`src/rtl/core/ohc_pkg.sv`:
```
// Shared types, constants and bit-mapping functions of the odd-parity Hamming codec.
package ohc_pkg;

  // Longest codeword the block handles, in bits.
  localparam int MAX_CODE_BITS = 63;
  // Number of parity groups that fit in a 63-bit word.
  localparam int GROUPS = 6;

  // Operation codes carried on s_tuser.
  localparam logic FUNC_ENCODE = 1'b0;
  localparam logic FUNC_DECODE = 1'b1;

  typedef logic [62:0] word_t;
  typedef logic [5:0]  count_t;
  typedef logic [2:0]  kcount_t;

  // One finished result item.
  typedef struct packed {
    word_t  bits;
    count_t count;
    count_t pos;
    logic   err;
  } result_t;

  // Ones in the lowest n bits.
  function automatic word_t low_mask(count_t n);
    word_t m;
    for (int j = 0; j < 63; j++) begin
      m[j] = (j < int'(n));
    end
    return m;
  endfunction

  function automatic logic is_pow2(int p);
    return (p != 0) && ((p & (p - 1)) == 0);
  endfunction

  // Place data bits, in order, at the positions that are not powers of two.
  function automatic word_t expand(word_t d);
    word_t w;
    int    idx;
    w   = '0;
    idx = 0;
    for (int p = 1; p <= 63; p++) begin
      if (!is_pow2(p)) begin
        w[p-1] = d[idx];
        idx++;
      end
    end
    return w;
  endfunction

  // Gather the bits at positions that are not powers of two into the low bits.
  function automatic word_t compact(word_t w);
    word_t d;
    int    idx;
    d   = '0;
    idx = 0;
    for (int p = 1; p <= 63; p++) begin
      if (!is_pow2(p)) begin
        d[idx] = w[p-1];
        idx++;
      end
    end
    return d;
  endfunction

  // Positions p whose index has bit i set.
  function automatic word_t group_mask(int i);
    word_t g;
    for (int p = 1; p <= 63; p++) begin
      g[p-1] = ((p >> i) & 1) != 0;
    end
    return g;
  endfunction

  // Least K >= 2 with 2^K >= n + K + 1.
  function automatic kcount_t enc_parity_count(count_t n);
    int k;
    k = 7;
    for (int kk = 7; kk >= 2; kk--) begin
      if ((1 << kk) >= int'(n) + kk + 1) begin
        k = kk;
      end
    end
    return kcount_t'(k);
  endfunction

  // Number of powers of two not above n, which is floor(log2 n) + 1 for n >= 1.
  function automatic kcount_t dec_group_count(count_t n);
    int c;
    c = 0;
    for (int i = 0; i < GROUPS; i++) begin
      if ((1 << i) <= int'(n)) begin
        c++;
      end
    end
    return kcount_t'(c);
  endfunction

endpackage

```
`src/rtl/core/ohc_encoder.sv`:
```
// Encoder: expands data bits into a codeword and sets the odd-parity bits.
module ohc_encoder (
  input  ohc_pkg::count_t  bit_count,
  input  ohc_pkg::word_t   bits,
  output ohc_pkg::result_t res
);
  import ohc_pkg::*;

  kcount_t    k;
  logic [6:0] len;
  logic       err;
  word_t      code;

  always_comb begin
    k    = enc_parity_count(bit_count);
    len  = {1'b0, bit_count} + 7'(k);
    err  = (bit_count == '0) || (len > 7'(MAX_CODE_BITS));
    code = expand(bits & low_mask(bit_count));

    // Each parity bit makes its group hold an odd number of ones.
    for (int i = 0; i < GROUPS; i++) begin
      if ((i < int'(k)) && !(^(code & group_mask(i)))) begin
        code[(2**i)-1] = 1'b1;
      end
    end

    // A length error returns zeros.
    if (err) begin
      res = '{bits: '0, count: '0, pos: '0, err: 1'b1};
    end else begin
      res = '{bits: code, count: len[5:0], pos: '0, err: 1'b0};
    end
  end

endmodule

```
`src/rtl/core/ohc_decoder.sv`:
```
// Decoder: computes the syndrome, repairs one bit and compacts the data bits.
module ohc_decoder (
  input  ohc_pkg::count_t  bit_count,
  input  ohc_pkg::word_t   bits,
  output ohc_pkg::result_t res
);
  import ohc_pkg::*;

  kcount_t k;
  word_t   w;
  count_t  syn;
  count_t  flip_idx;
  logic    fix;
  logic    err;

  always_comb begin
    k = dec_group_count(bit_count);
    w = bits & low_mask(bit_count);

    // A group with an even count sets its bit of the syndrome.
    for (int i = 0; i < GROUPS; i++) begin
      syn[i] = (i < int'(k)) && !(^(w & group_mask(i)));
    end

    // A syndrome that points past the word flips nothing.
    fix      = (syn != '0) && (syn <= bit_count);
    flip_idx = syn - 6'd1;
    if (fix) begin
      w[flip_idx] = ~w[flip_idx];
    end

    err = (bit_count == '0) || ({1'b0, bit_count} > 7'(MAX_CODE_BITS));

    if (err) begin
      res = '{bits: '0, count: '0, pos: '0, err: 1'b1};
    end else begin
      res = '{bits: compact(w), count: bit_count - 6'(k),
              pos: (fix ? syn : '0), err: 1'b0};
    end
  end

endmodule

```
`src/rtl/core/odd_parity_hamming_codec.sv`:
```
// Top level of the odd-parity Hamming codec: input register, encode/decode, result register.
//
//  channel | dir | tdata (low bit up)                              | tuser
//  s_      | in  | bit_count[5:0], bits[68:6], zero pad [71:69]    | func
//  m_      | out | result_bits[62:0], result_count[68:63],         | length_error
//          |     | corrected_position[74:69], zero pad [79:75]     |
//
// Each item passes through the input register and then the result register;
// one item is taken every cycle while m_tready stays high.
// The parity trees and bit maps sit between these two register stages.
// rst empties both stages; payload registers are not reset.
// A stall on m_tready holds the result and lets the input register fill, then s_tready drops.
module odd_parity_hamming_codec (
  input  logic        clk,
  input  logic        rst,
  input  logic        s_tvalid,
  output logic        s_tready,
  input  logic [71:0] s_tdata,   // bit_count, bits, zero pad
  input  logic        s_tuser,   // func
  output logic        m_tvalid,
  input  logic        m_tready,
  output logic [79:0] m_tdata,   // result_bits, result_count, corrected_position, zero pad
  output logic        m_tuser    // length_error
);
  import ohc_pkg::*;

  // Input register.
  logic    in_valid;
  logic    in_func;
  count_t  in_count;
  word_t   in_bits;

  // Result register.
  logic    out_valid;
  result_t out_res;

  result_t enc_res;
  result_t dec_res;
  logic    out_load;

  // The result register takes a new item when it is empty or being drained.
  assign out_load = !out_valid || m_tready;
  assign s_tready = !in_valid || out_load;

  always_ff @(posedge clk) begin
    if (rst) begin
      in_valid <= 1'b0;
    end else if (s_tready) begin
      in_valid <= s_tvalid;
    end
  end

  always_ff @(posedge clk) begin
    if (s_tready && s_tvalid) begin
      in_func  <= s_tuser;
      in_count <= s_tdata[5:0];
      in_bits  <= s_tdata[68:6];
    end
  end

  ohc_encoder u_enc (
    .bit_count (in_count),
    .bits      (in_bits),
    .res       (enc_res)
  );

  ohc_decoder u_dec (
    .bit_count (in_count),
    .bits      (in_bits),
    .res       (dec_res)
  );

  always_ff @(posedge clk) begin
    if (rst) begin
      out_valid <= 1'b0;
    end else if (out_load) begin
      out_valid <= in_valid;
    end
  end

  // Pick the operation's result into the result register.
  always_ff @(posedge clk) begin
    if (out_load && in_valid) begin
      out_res <= (in_func == FUNC_DECODE) ? dec_res : enc_res;
    end
  end

  assign m_tvalid = out_valid;
  assign m_tdata  = {5'd0, out_res.pos, out_res.count, out_res.bits};
  assign m_tuser  = out_res.err;

endmodule

```
`config.mk`:
```
export PLATFORM = sky130hd
export DESIGN_NAME = odd_parity_hamming_codec
export DESIGN_NICKNAME = d
export VERILOG_FILES = /design/src/rtl/core/ohc_pkg.sv /design/src/rtl/core/ohc_encoder.sv /design/src/rtl/core/ohc_decoder.sv /design/src/rtl/core/odd_parity_hamming_codec.sv
export SDC_FILE = /design/constraint.sdc
export NUM_CORES = 1
export LEC_CHECK = 0
export BUFFER_PORTS_ARGS = -buffer_cell sky130_fd_sc_hd__buf_2
export CAP_MARGIN = 10
export CORE_MARGIN = 2
export CORE_UTILIZATION = 40
export DETAILED_ROUTE_END_ITERATION = 10
export SLEW_MARGIN = 20
export SYNTH_ARGS = -nofsm -noshare
export SYNTH_HDL_FRONTEND = slang
export SYNTH_SLANG_ARGS = --single-unit
```
`constraint.sdc`:
```
create_clock -name clk -period 18.45 [get_ports clk]
set_clock_uncertainty 0.2 [all_clocks]
set_input_delay 1.845 -clock clk [delete_from_list [all_inputs] [get_ports clk]]
set_output_delay 1.845 -clock clk [all_outputs]
set_load 0.03 [all_outputs]
```
* Yosys cells after proc, flatten, opt, wreduce, memory -nomap -nowiden
Index checks and enable logic that the tools add are counted.
W data, S select, Z words.
** Operators by class
- Reduce and logical (&&, ||, !) cells :: 103
- Shift-type cells :: 0
- Bitwise operators :: 2
- Equality and inequality tests :: 0
- Divide/modulo/power cells :: 0
- Multiply operators :: 0
- Muxes and demuxes :: 307
- Magnitude comparators :: 202
- $add $sub $neg :: 73
** Operators by type and width (count)
- $bwmux W63 :: 57
- $mux W63 :: 56
- $add A32 B2 Y32 const B :: 60
- $ge A32 B1 Y1 const B :: 56
- $lt A32 B8 Y1 const B :: 56
- $mux W32 :: 56
- $reduce_xor A63 Y1 :: 12
- $demux W1 S6 :: 57
- $mux W76 :: 3
- $lt A6 B6 Y1 const A :: 31
- $lt A5 B6 Y1 const A :: 16
- $logic_and A1 B1 Y1 :: 72
- $mux W1 :: 67
- $and A63 B63 Y63 :: 1
- $lt A4 B6 Y1 const A :: 8
- $ge A4 B32 Y1 const A :: 1
- $ge A5 B32 Y1 const A :: 1
- $ge A6 B32 Y1 const A :: 1
- $ge A7 B32 Y1 const A :: 1
- $ge A8 B32 Y1 const A :: 1
- $lt A3 B6 Y1 const A :: 4
- $mux W3 :: 8
- $add A6 B3 Y7 const B :: 3
- $add A6 B2 Y7 const B :: 2
- 29 further kinds :: 57
** Word-level totals
- Memory bits (read-only) :: 0
- Bits in registers :: 148
- Bits in latches :: 0
- Memories :: 0
- Bits in writable memories :: 0
- Logic and storage cells :: 696
- Output and inout bits :: 83

* Logic depth before layout (Yosys ltp)
- Word-level depth :: 135
- Gate-level depth with buffers :: 43
- Mapped depth without buffers :: 37

* Modules after synthesis
A second synthesis with hierarchy kept.
** Unflattened totals
- Cell total of the unflattened synthesis :: 1549
- Area total of the unflattened synthesis :: 14815.5 um2
** Modules (own cells, without submodules)
- ohc_decoder :: seq. area each 0.0 um2, cells an instance 811, times used 1, area an instance 5829.3 um2
- odd_parity_hamming_codec :: seq. area each 4424.2 um2, cells an instance 246, times used 1, area an instance 5582.9 um2
- ohc_encoder :: seq. area each 0.0 um2, cells an instance 492, times used 1, area an instance 3403.3 um2

* Worst setup path after synthesis
OpenSTA, ideal clock, no wires.
- Path type :: register to register
- Start :: reg in_count[3]
- End :: reg out_res, in the netlist m_tdata[43] (data pin)
- Period minus slack after synthesis :: 8.122 ns
- Setup time :: 0.268 ns
- Slack :: 10.328 ns
- Stages on the path, launching flop included :: 39
- Data arrival time :: 7.653 ns
- Path through :: edfxtp_1 -> buf_2 -> buf_1 -> inv_2 -> ha_1 -> buf_4 -> or3b_1 -> buf_6 -> or3_1 -> ha_1 -> xor2_1 -> ha_1 -> mux2i_1 -> inv_1 -> ha_1 -> nor2_1 -> a21oi_1 -> ha_1 -> [3 not listed] -> xor2_1 -> inv_2 -> nand2_1 -> nor2_1 -> nor2_4 -> inv_2 -> buf_2 -> ha_1 -> buf_1 -> inv_2 -> nor3_4 -> nor2_2 -> buf_2 -> nor3_1 -> buf_2 -> o211ai_1 -> a32oi_1 -> o31ai_1
** Between the ends
- Longest elaborated chain between the ends :: 134
- Elaborated cells between the ends (all ways) :: 257
- Those cells by class :: 17 x add/sub; 84 x order compare; 131 x mux; 2 x bitwise; 23 x reduce/logical
** Ends and longest elaborated chain
- from (decl) :: line odd_parity_hamming_codec.sv:30 : count_t in_count;
- from (signal assigned) :: line odd_parity_hamming_codec.sv:56 : in_count <= s_tdata[5:0];
- $le A1 B6 Y1 :: line ohc_pkg.sv:94 : if ((1 << i) <= int'(n)) begin
- $mux W1 :: line ohc_pkg.sv:94
- $add A1 B1 Y2 :: line ohc_pkg.sv:95 : c++;
- $mux W2 :: line ohc_pkg.sv:94
- $add A2 B1 Y3 :: line ohc_pkg.sv:95
- $mux W3 :: line ohc_pkg.sv:94
- $add A3 B2 Y3 :: line ohc_pkg.sv:95
- $mux W3 :: line ohc_pkg.sv:94
- [118 not listed]
- $mux W63 :: line ohc_decoder.sv:34 : if (err) begin
- $bwmux W63 :: line ohc_pkg.sv:61 : d[idx] = w[p-1];
- $mux W63 :: line ohc_decoder.sv:34
- $bwmux W63 :: line ohc_pkg.sv:61
- $mux W63 :: line ohc_decoder.sv:34
- $bwmux W63 :: line ohc_pkg.sv:61
- $mux W76 :: line ohc_decoder.sv:34
- $mux W76 (*) :: line odd_parity_hamming_codec.sv:84 : out_res <= (in_func == FUNC_DECODE) ? dec_res : enc_res;
- to (signal assigned) :: line odd_parity_hamming_codec.sv:84
- to (decl) :: line odd_parity_hamming_codec.sv:35 : result_t out_res;
Every way passes the cells marked *; elsewhere a longest branch is shown, timed or not. The select of a mux whose other input is x is not followed.
A chain may end at the register's enable or synchronous reset.

* Final worst setup path
- Start :: reg in_count[2]
- End :: reg out_res, in the netlist m_tdata[13] (data pin)
The elaborated chain is that of the path after synthesis.

==> impl_metrics.ini <==
[power]
irDropWorstVdd_mv = 0.0981
powerDensity_mw_per_mm2 = 152
leakagePower_nw = 5.59
report.power.total_mw = 2.18

[yosys]
ys.flop_type = edfxtp_1
ys_warn_count = 0
async_flop_share_pct = 0
syn_area_mm2 = 0.0129
synth_cell_type_count = 119
avgSynthCellArea_um2 = 9.80
synth_edf_count = 146
ys_ff_latch = 148
syn_inst = 1312
ys_seq_area_share_pct = 34.4

[drt]
ant_nets = 0
via_count = 11300
avgViaCountPerCell = 6.17
wl_per_cell_um = 24.4
detailedRoute.firstPassIterationCount = 5
drt_wl_total_um = 44700
drt_iter0_drc = 1358
drc = 0

[worst_setup_path]
critPathKind = reg -> reg
cpLargestDelayFamily = simple AND/OR/NAND/NOR gates
endpoint_kind = register
slowest_stage = nor3_2
critPathBufInv = 6
worstPathMaxFanout = 23
worstPathArrival_ns = 10.30
startpoint_type = register
max_stage_delay_ns = 0.83
cp_common_cell = ha_1
required_ns = 18.41

[layout]
area_growth_pct = 11.4
layout-drive-gt1-share_pct = 20.3
layout.area.seq_mm2 = 0.00442
final_common_cell = buf_2
multi_input_area_mm2 = 0.00778
final_cell_mix = 151 x buf_2, 146 x edfxtp_1, 112 x nor2_1
nets = 1528
antennaDiodeCount = 0
fillers = 3071

[place]
post-place-ws_ns = 8.25
place.gp.congestion = 0.980
dp_hpwl_um = 34000
port_buffers = 151

[clock_tree]
cts.clk_slew.worst_paths_ns = 0.06
cts_tree = built
cts_buffer_depth = 2
h-tree-depth = 4
cts_setup_buffers = 0
cts-hold-fix-buffers = 0
ctsResizeCount = 0
cts_made_buffers = 17
insertion_delay_ns = 0.46
clock-sinks = 148
cts_root_buf = clkbuf_16

[global_route]
grt_max_degree = 77
antenna_found_initial = 1
first_global_vias = 10400
overflow = 0
grt_pass1_wl_um = 66400
grtUsageTotal_pct = 26.8

[floorplan]
rows = 65
die_area_mm2 = 0.0336
io-pin-count = 160
core_mm2 = 0.0316
initial_utilization_pct = 40.6
die_w_um = 183
die_h_um = 183

[sta]
period_share_pct = 56.0
hold_viol = 0
slew_viol_final = 0
fin_ws_ns = 8.11
period_needed_ns = 10.34
tightestPinTransition_ns = 1.04
fmax_ghz = 0.0967
whs_ns = 0.316
setup_violations = 0
slew-limit-headroom_pct = 29.7
rsz0062_at_grt = no
fin_setup_tns_ns = 0

[hold_path]
hp-class = reg -> reg

[job]
maxCapViolCount = 0

[status]
outcome = complete, no violations
-- synth_stat cells (20+ instances only) --
| cell | n | area (µm²) |
|---|---|---|
| mux2i_1 | 21 | 210 |
| ha_1 | 36 | 450 |
| o21ai_0 | 47 | 235 |
| clkbuf_1 | 31 | 116 |
| xor2_1 | 41 | 359 |
| buf_2 | 32 | 160 |
| nand2b_1 | 20 | 125 |
| nand3_1 | 39 | 195 |
| nand2_1 | 103 | 387 |
| inv_1 | 34 | 128 |
| edfxtp_1 | 146 | 4380 |
| o211ai_1 | 35 | 263 |
| nor2_1 | 112 | 420 |
| xnor2_1 | 107 | 937 |
| a21oi_1 | 60 | 300 |
| a211o_1 | 25 | 219 |
-- stage by stage --
step | area, µm² | instances | util, %
floorplan | 12900 | 1316 | -
global placement | 13800 | 1796 | 43.5
detailed placement | 13800 | 1796 | 43.5
CTS | 14300 | 1828 | 45.2
global route | 14300 | 1828 | 45.3
finish | 14300 | 1828 | 45.3
-- power by group --
group          total [mW]  switching (mW)  internal, mW  leakage [nW]
Sequential          0.424          0.0152         0.408          1.41
Clock               0.328           0.152         0.175         0.273
Combinational        1.43           0.966         0.464          3.90
Total                2.18            1.13          1.05          5.59
-- registers in the layout, indices dropped and copies added (netlist names) --
register and flops:
in_func 1, in_valid 1, in_count 6, in_bits 63, m_tvalid 1, m_tuser 1, m_tdata 75
-- tightest hold or removal path, delay by kind of cell, from the launching register on --
kind | cells | cell delay [ns]
simple gates | 2 | 0.14
flops | 1 | 0.33
-- cell type report --
class / count / area share, %
Timing Repair Buffer: 170 / 6.27
Multi-Input combinational cell: 1033 / 54.4
Clock inverter: 15 / 0.865
Clock buffer: 17 / 2.97
Tap cell: 402 / 3.51
Sequential cell: 148 / 30.9
Inverter: 43 / 1.14
-- final timing paths --
| kind | slack (ns) | cells past startpoint | end | start |
|---|---|---|---|---|
| max | 8.11 | 30 | m_tdata[13] | in_count[2] |
| min | 0.32 | 2 | m_tvalid | in_valid |
| max reg2reg | 8.11 | 30 | m_tdata[13] | in_count[2] |
| min reg2reg | 0.32 | 2 | m_tvalid | in_valid |
-- cells by family (layout without fill, tap and decap cells) --
family / Yosys count / in the layout / synth area share [%]
flops: 148 / 148 / 34.4
compound gates: 365 / 365 / 21.5
buf+inv: 135 / 245 / 5.31
other cells: 1 / 5 / 0.0292
fa+ha+maj: 39 / 39 / 3.89
xor+xnor: 174 / 174 / 14.4
simple gates: 416 / 416 / 17.1
mux: 34 / 34 / 3.32
-- layer usage --
| layer | part of all wire [%] | GRT usage [%] | up-vias |
|---|---|---|---|
| li1 | - | - | 5091 |
| met1 | 43 | 37.9 | 5407 |
| met5 | 0 | 0 | - |
| met2 | 43 | 39.7 | 673 |
| met4 | 4.1 | 11.7 | 0 |
| met3 | 9.1 | 5.26 | 109 |
No activity file was read; power rests on OpenSTA's default activity.
